<file path="config.mk">
export PLATFORM = sky130hd
export DESIGN_NAME = opsc_ctrl
export DESIGN_NICKNAME = d
export VERILOG_FILES = /design/src/hw/rtl/opsc_pkg.sv /design/src/hw/rtl/opsc_ctrl.sv
export SDC_FILE = /design/constraint.sdc
export NUM_CORES = 1
export LEC_CHECK = 0
export BUFFER_PORTS_ARGS = -buffer_cell sky130_fd_sc_hd__buf_4
export CAP_MARGIN = 20
export CORE_AREA = 2 2 39 41
export DETAILED_ROUTE_END_ITERATION = 7
export DIE_AREA = 0 0 41 43
export SYNTH_ARGS = -nofsm -noshare
export SYNTH_HDL_FRONTEND = slang
export SYNTH_SLANG_ARGS = --single-unit
</file>
<file path="constraint.sdc">
create_clock -name i_clk -period 1.7 [get_ports i_clk]
set_input_delay 0.17 -clock i_clk [delete_from_list [all_inputs] [get_ports i_clk]]
set_output_delay 0.17 -clock i_clk [all_outputs]
set_load 0.01 [all_outputs]
</file>
<file path="src/hw/rtl/opsc_pkg.sv">
// Shared constants, controller command codes and control/status types for the sieve counter.
package opsc_pkg;

    localparam int MAX_BOUND_BITS_DEF = 20;
    localparam int BOUND_W            = 21;
    localparam int COUNT_W            = 21;
    // working width for p, 3p and t + 2p with a 21-bit bound
    localparam int NUM_W              = 23;
    localparam int TDATA_W            = ((BOUND_W + 7) / 8) * 8;

    localparam int OP_W = 4;
    typedef logic [OP_W-1:0] t_op;

    localparam t_op OP_NONE      = 4'd0;
    localparam t_op OP_LOAD      = 4'd1;
    localparam t_op OP_CLEAR     = 4'd2;
    localparam t_op OP_SINIT     = 4'd3;
    localparam t_op OP_SREAD     = 4'd4;
    localparam t_op OP_SNEXT     = 4'd5;
    localparam t_op OP_SSTART    = 4'd6;
    localparam t_op OP_MARK      = 4'd7;
    localparam t_op OP_MARK_LAST = 4'd8;
    localparam t_op OP_CINIT     = 4'd9;
    localparam t_op OP_COUNT     = 4'd10;
    localparam t_op OP_EMIT      = 4'd11;

    typedef struct packed {
        t_op op;
    } t_cmd;

    typedef struct packed {
        logic p_lt_bound;
        logic bit_set;
        logic t3_ge_bound;
        logic tnext_ge_bound;
        logic cnt_done;
        logic out_free;
    } t_sts;

endpackage

</file>
<file path="src/hw/rtl/opsc_ctrl.sv">
// Sequencer for clear, sieve, mark and count phases.
module opsc_ctrl (
    input  logic           i_clk,
    input  logic           i_rst_n,
    input  logic           i_in_valid,
    output logic           o_in_ready,
    input  opsc_pkg::t_sts i_sts,
    output opsc_pkg::t_cmd o_cmd
);

    localparam logic [2:0] S_IDLE  = 3'd0;
    localparam logic [2:0] S_CLEAR = 3'd1;
    localparam logic [2:0] S_SRD   = 3'd2;
    localparam logic [2:0] S_SCHK  = 3'd3;
    localparam logic [2:0] S_MARK  = 3'd4;
    localparam logic [2:0] S_CNT   = 3'd5;
    localparam logic [2:0] S_DONE  = 3'd6;

    logic [2:0] r_state, n_state;

    assign o_in_ready = (r_state == S_IDLE);

    always_comb begin
        n_state  = r_state;
        o_cmd.op = opsc_pkg::OP_NONE;
        case (r_state)
            S_IDLE: begin
                if (i_in_valid) begin
                    o_cmd.op = opsc_pkg::OP_LOAD;
                    n_state  = S_CLEAR;
                end
            end
            S_CLEAR: begin
                if (i_sts.p_lt_bound) begin
                    o_cmd.op = opsc_pkg::OP_CLEAR;
                end else begin
                    o_cmd.op = opsc_pkg::OP_SINIT;
                    n_state  = S_SRD;
                end
            end
            S_SRD: begin
                if (i_sts.p_lt_bound) begin
                    o_cmd.op = opsc_pkg::OP_SREAD;
                    n_state  = S_SCHK;
                end else begin
                    o_cmd.op = opsc_pkg::OP_CINIT;
                    n_state  = S_CNT;
                end
            end
            S_SCHK: begin
                if (i_sts.bit_set) begin
                    o_cmd.op = opsc_pkg::OP_SNEXT;
                    n_state  = S_SRD;
                end else if (i_sts.t3_ge_bound) begin
                    // first prime with 3p past the bound ends the sieve
                    o_cmd.op = opsc_pkg::OP_CINIT;
                    n_state  = S_CNT;
                end else begin
                    o_cmd.op = opsc_pkg::OP_SSTART;
                    n_state  = S_MARK;
                end
            end
            S_MARK: begin
                if (i_sts.tnext_ge_bound) begin
                    o_cmd.op = opsc_pkg::OP_MARK_LAST;
                    n_state  = S_SRD;
                end else begin
                    o_cmd.op = opsc_pkg::OP_MARK;
                end
            end
            S_CNT: begin
                o_cmd.op = opsc_pkg::OP_COUNT;
                if (i_sts.cnt_done) begin
                    n_state = S_DONE;
                end
            end
            S_DONE: begin
                if (i_sts.out_free) begin
                    o_cmd.op = opsc_pkg::OP_EMIT;
                    n_state  = S_IDLE;
                end
            end
            default: begin
                n_state = S_IDLE;
            end
        endcase
    end

    always_ff @(posedge i_clk) begin
        if (!i_rst_n) begin
            r_state <= S_IDLE;
        end else begin
            r_state <= n_state;
        end
    end

endmodule

</file>
==> reports/results.ini, run 1 <==
[clocking]
cts_tree = built
cts_hold_buf = 0
clkTransAtPathRegs_ps = 40
root_buffer = clkbuf_4
clock-sinks = 3
post-cts-setup-buffer-count = 0
cts_htree_levels = 1
clkLatencyLatePin_ps = 230
cts_buffer_depth = 2
cts_buffers = 3

[timing]
slew_headroom = 0.744
fin_setup_tns_ps = 0
whs_ps = 179
min_period_ps = 1630
worst_pin_slew_ps = 384
final-setup-viol-count = 0
hold_viol = 0
final.period_utilization = 0.959
max_freq_ghz = 0.613
final_max_slew_viol_count = 0
finClkSkew_ps = 4.41
rsz0062_at_grt = no

[cells_and_area]
insertedDiodeCount = 0
top_regs = r_state x3
area_growth_pct = 43.8
largest_register = r_state
most-common-layout-cells = buf_4, nand2_1, a21oi_1
drive_gt1_frac = 0.413
finish.utilization = 0.421
largest_reg_flops = 3
layout_commonest_cell = buf_4
layout.nets = 85
finalNonFillerCells = 91
design_area_sq_um = 583

[logic_synthesis]
ys_ff_latch = 3
ys_warn_count = 0
async_flop_share = 0
netlist_instances = 57
yosysSeqAreaShare = 0.148
synth_nets = 66
postSynthAreaPerCell_sq_um = 7.11
ys_types = 33
synth_area_sq_um = 405
ys.flop_type = dfxtp_1
synth-edff-count = 0

[placement]
dp_cells = 88
dpl_cell_area_sq_um = 548
io_buffers = 13
globalplace.congestion = 0.776
dp_hpwl_microns = 799

[hold_path]
worstHoldStart = i_rst_n
hold_path_class = input port to flip-flop

[floorplan]
die_area_sq_um = 1760
rows = 14
die_h_microns = 43
core_area_sq_um = 1380
die_w_microns = 41
start_util = 0.293
io_pins = 14

[setup_path]
crit_type = flip-flop to output port
crit_top_cell = buf_4
cp-start-kind = flip-flop
path_cells = buf_4, or4_4, o221ai_2, buf_4
cp_data_required_time_ps = 1530
crit_fanout = 9
cp_num_buf_inv = 2
crit_family = simple AND/OR/NAND/NOR gates
crit_start = r_state[2]
cp_slowest_cell = or4_4
cp-end-kind = output port
cp.arrival_ps = 1460
cpPeakStageDelay_ps = 520
reg2reg_from = r_state[2]

[status]
status = completed

[global_route]
grtUsageTotal = 0.146
grt_pass1_wl_microns = 1860
gr-total-overflow = 0
grt_antenna_before_repair = 0
grt_pass1_vias = 473
grt_max_degree = 12

[detailed_routing]
wire_per_inst_microns = 11.1
vias = 475
routed_wirelength_microns = 1010
drt_iter0_drc = 7
via_per_inst = 5.22
dr.pass1.iters = 4
drc = 0
final_antenna_net_count = 0

[flow_run]
max-cap-violations = 0

[power_and_ir_drop]
ir_drop_v = 0.000805
leakage_uw = 0.000248
p_per_area_nw_per_um2 = 1570

## metal layers
metal  up-vias  wire length (microns)  global-route usage
met4         0                      0              0.0200
met2        15                    474               0.247
li1        252                      -                   -
met3         0                     69              0.0314
met5         -                      0                   0
met1       208                    466               0.185
## tightest hold or removal path: cells and delay by family
kind,cells,cell delay [ps]
AOI/OAI and AO/OA,1,50
and+or+nand+nor,1,50
buffers and inverters,1,100
## area by class of cell
type	count	area [sq um]
Fill cell	142	801
Multi-Input combinational cell	45	309
Timing Repair Buffer	20	150
Sequential cell	3	66.3
Clock buffer	4	26.3
Tap cell	16	20.0
Inverter	3	11.3
## where the power goes
part           internal (uW)  leakage [uW]  switching [uW]
Combinational            338      0.000207             293
Clock                   87.8     0.0000150            34.9
Sequential               107     0.0000261            56.0
Total                    533      0.000248             384
## synth_stat cells, drive strengths merged, types with 2 or more instances
cell type | instances | share of area
o21ai | 6 | 0.074
clkbuf | 3 | 0.028
nand2 | 6 | 0.056
nand2b | 2 | 0.031
or4 | 2 | 0.037
buf | 3 | 0.059
or3 | 2 | 0.043
a21oi | 4 | 0.049
nor4bb | 2 | 0.049
nor2 | 2 | 0.019
o22ai | 2 | 0.031
dfxtp | 3 | 0.15
a31oi | 2 | 0.031
nand3 | 2 | 0.025
inv | 3 | 0.028
## cells by family (layout without fill, tap and decap cells)
group	Yosys count	in the layout	synth area share
AO/OA/AOI/OAI	22	22	0.346
buffers and inverters	9	27	0.114
AND/OR/NAND/NOR	22	22	0.367
multiplexers	1	1	0.0247
flip-flops	3	3	0.148
## per-stage QoR
stage / setup WS (ps) / total power, uW
2_1_floorplan: 83.3 / 544
3_3_place_gp: 91.8 / 783
3_5_place_dp: 79.9 / 780
4_1_cts: 1.09 / 904
5_1_grt: 19.8 / 1010
6_report: 69.6 / 917
## what timing repair did
action | CTS | global route
gates resized for setup | 2 | 4
hold endpoints to repair | 0 | 0
setup endpoints to repair | 3 | 2
## final timing paths
| check | slack (ps) | to | cells past startpoint |
|---|---|---|---|
| max | 70 | o_cmd[1] | 4 |
| min | 180 | r_state[1] | 3 |
| max reg2reg | 140 | r_state[0] | 4 |
| min reg2reg | 570 | r_state[0] | 2 |
(Power assumes the default switching activity.)
==> run 2, diff against run 1 <==
--- a/config.mk
+++ b/config.mk
@@ -5,11 +5,12 @@
 export SDC_FILE = /design/constraint.sdc
 export NUM_CORES = 1
 export LEC_CHECK = 0
+export ABC_AREA = 1
 export BUFFER_PORTS_ARGS = -buffer_cell sky130_fd_sc_hd__buf_4
-export CAP_MARGIN = 20
 export CORE_AREA = 2 2 39 41
 export DETAILED_ROUTE_END_ITERATION = 7
 export DIE_AREA = 0 0 41 43
+export SKIP_LAST_GASP = 1
 export SYNTH_ARGS = -nofsm -noshare
 export SYNTH_HDL_FRONTEND = slang
 export SYNTH_SLANG_ARGS = --single-unit
==> run 2 against run 1 <==
  * Hold slack better by 1.4 ps
  * Worst setup slack better by 54 ps
  * Sequential share of layout area is 0.41 points higher
  * Sequential cell count stayed put
  * Design area is 11% lower
  * Area after synthesis is 3.7% lower
  * Synthesized cell count is 7.0% higher
  * Final cell count is 2.2% higher
  * Register-to-register slack better by 320 ps
  * Die area stayed put
  * Wire length is 6.3% lower
  * Largest power group unchanged
==> reports/results.ini, run 2 <==
[clocking]
cts_buffer_depth = 2  ; unchanged
cts_hold_buf = 0  ; unchanged
post-cts-setup-buffer-count = 0  ; unchanged
root_buffer = clkbuf_4
cts_buffers = 3  ; unchanged
cts_htree_levels = 1  ; unchanged
ctsResizeCount = 0  ; -2
clkTransAtPathRegs_ps = 40  ; about the same
clkLatencyLatePin_ps = 240  ; about the same
clock-sinks = 3  ; unchanged
cts_tree = built

[timing]
rsz0062_at_grt = no
worst_pin_slew_ps = 245  ; -139 ps
hold_viol = 0  ; unchanged
final-setup-viol-count = 0  ; unchanged
final.period_utilization = 0.927  ; -0.0318
fin_setup_tns_ps = 0  ; unchanged
max_freq_ghz = 0.634  ; +3.4%
finClkSkew_ps = 4.47  ; +0.0602 ps
slew_headroom = 0.835  ; +0.0917
fin_ws_ps = 124  ; +54.1 ps
min_period_ps = 1580  ; -54.1 ps
final_max_slew_viol_count = 0  ; unchanged

[logic_synthesis]
ys_warn_count = 0  ; unchanged
synth_xor_area_frac = 0  ; unchanged
postSynthAreaPerCell_sq_um = 6.40  ; -10%
ys_top_cells_by_area = dfxtp_1, nand2_1, inv_1
ys_ff_latch = 3  ; unchanged
synth_simple_gate_area_frac = 0.545  ; +0.178
synth-compound-area-share = 0.138  ; -0.208
ys_types = 20  ; -39%
synth_nets = 70  ; +6.1%
synth_largest_area_cell = dfxtp_1
ys.flop_type = dfxtp_1
yosysSeqAreaShare = 0.154  ; +0.00570
netlist_instances = 61  ; +7.0%
synth_area_sq_um = 390  ; -3.7%
synth_fa_ha_area_frac = 0  ; unchanged
synth_top_area_share = 0.154  ; +0.00570
synth_top_family_by_area = simple AND/OR/NAND/NOR gates
synth_most_common_cell = nand2_1
synth_common_cells = nand2_1, inv_1, nand3_1, nand4_1, nor2_2
async_flop_share = 0  ; unchanged
synth_mux_area_frac = 0  ; -0.0247
synth-edff-count = 0  ; unchanged

[power_and_ir_drop]
p_seq_frac = 0.177  ; about the same
p_int_uw = 428  ; -20%
clockPowerShare = 0.153  ; +0.019
p_per_area_nw_per_um2 = 1590  ; +1.1%
comb_power_share = 0.670  ; -0.018
leakage_uw = 0.000273  ; +10%
swShare = 0.483  ; +0.0638
power_switching_uw = 399  ; +4.0%
ir_drop_v = 0.000466  ; -42%

[cells_and_area]
layout_commonest_cell = buf_4
area_growth_pct = 33.3
insertedDiodeCount = 0  ; unchanged
top_regs = r_state x3
regArea_sq_um = 61.3  ; -7.5%
largest_register = r_state
most-common-layout-cells = buf_4, nand2_1, inv_1
final.fill_count = 149  ; +4.9%
drive_gt1_frac = 0.390  ; -0.0237
largest_reg_flops = 3  ; unchanged
finalNonFillerCells = 93  ; +2.2%
design_area_sq_um = 520  ; -11%
layout.nets = 87  ; +2.4%
multiInputGateArea_sq_um = 267  ; -14%
finish.utilization = 0.376  ; -0.0452

[detailed_routing]
wire_per_inst_microns = 10.2  ; -8.4%
final_antenna_net_count = 0  ; unchanged
routed_wirelength_microns = 946  ; -6.3%
drt_iter0_drc = 6  ; -1
vias = 456  ; -4.0%
via_per_inst = 4.90  ; -6.1%
dr.pass1.iters = 4  ; unchanged
drc = 0  ; unchanged

[floorplan]
die_area_sq_um = 1760  ; unchanged
io_pins = 14  ; unchanged
die_w_microns = 41  ; unchanged
rows = 14  ; unchanged
start_util = 0.282  ; -0.0109
die_h_microns = 43  ; unchanged
core_area_sq_um = 1380  ; unchanged

[global_route]
gr-total-overflow = 0  ; unchanged
grt_pass1_vias = 428  ; -9.5%
grt_max_degree = 10  ; -2
grt_antenna_before_repair = 0  ; unchanged
grtUsageTotal = 0.130  ; -0.0160
grt_pass1_wl_microns = 1610  ; -13%

[setup_path]
cp-end-kind = output port
r2r_end = r_state[1]
cp.arrival_ps = 1410  ; -50 ps
ff2ff_path_depth = 9  ; +5
cp_data_required_time_ps = 1530  ; about the same
crit_type = flip-flop to output port
reg2reg_from = r_state[0]
r2r_slack_ps = 460  ; +320 ps
cp-start-kind = flip-flop
crit_fanout = 5  ; -4

[hold_path]
hold_path_class = input port to flip-flop
hold_end = r_state[2]
worstHoldStart = i_rst_n
min_path_cells = 3  ; unchanged

[placement]
dp_hpwl_microns = 761  ; -4.7%
io_buffers = 13  ; unchanged
globalplace.congestion = 0.831  ; +7.0%
dp_cells = 89  ; +1.1%
dpl_cell_area_sq_um = 493  ; -10%
dp_slack_ps = 326  ; +246 ps

[status]
status = completed

[flow_run]
max-cap-violations = 0  ; unchanged

## run 2: cell count changes after synthesis, sizes merged, moves of 4 or more
cell   before  now
nand4       0    5
nand3       2    6
inv         3   11
nand2       6   14
nor2        2   10
o21ai       6    1
## run 2: metrics by stage
stage,hold WS (ps),power [uW]
6_report,180,827
5_1_grt,203,898
4_1_cts,177,827
3_5_place_dp,419,698
3_3_place_gp,412,698
2_1_floorplan,291,542
## run 2: how the worst max path moves through the flow
stage	end	start	cells past startpoint
6_report	o_cmd[0]	r_state[0]	7
4_1_cts	o_cmd[3]	r_state[1]	5
3_3_place_gp	o_cmd[3]	r_state[1]	5
2_1_floorplan	o_cmd[3]	r_state[2]	6
5_1_grt	o_cmd[0]	r_state[0]	7
3_5_place_dp	o_cmd[3]	r_state[1]	5
## run 2: worst max-delay path, cell delays in order, from the launching register on
cell	delay, ps
dfxtp_1	430
inv_2	110
nor2_4	120
nand2_1	80
o21ai_0	170
a21oi_1	60
nand4_1	80
buf_4	120
## run 2: cell type report
type / instances / share of cell area
timing repair buffer: 14 / 0.202
tap: 16 / 0.0385
inverter: 11 / 0.0793
clock buffer: 4 / 0.0505
multi-input combinational: 45 / 0.512
sequential: 3 / 0.118
## run 2: cells by family (layout without fill, tap and decap cells)
kind of cell / Yosys count / after routing
AOI/OAI and AO/OA: 8 / 8
buffers and inverters: 13 / 29
DFF: 3 / 3
and+or+nand+nor: 37 / 37
## run 2: power by group through the flow
stage	logic (uW)	registers, uW	clock network [uW]
3_3_place_gp	554	144	0
6_report	554	147	127
2_1_floorplan	425	117	0
4_1_cts	556	143	129
5_1_grt	613	149	135
3_5_place_dp	554	144	0
## run 2: metal layers
layer	global-route usage	part of all wire	vias to the layer above
met5	0	0	-
met4	0.0400	0	0
met3	0.0471	0.062	0
met2	0.203	0.50	16
met1	0.160	0.43	205
li1	-	-	235
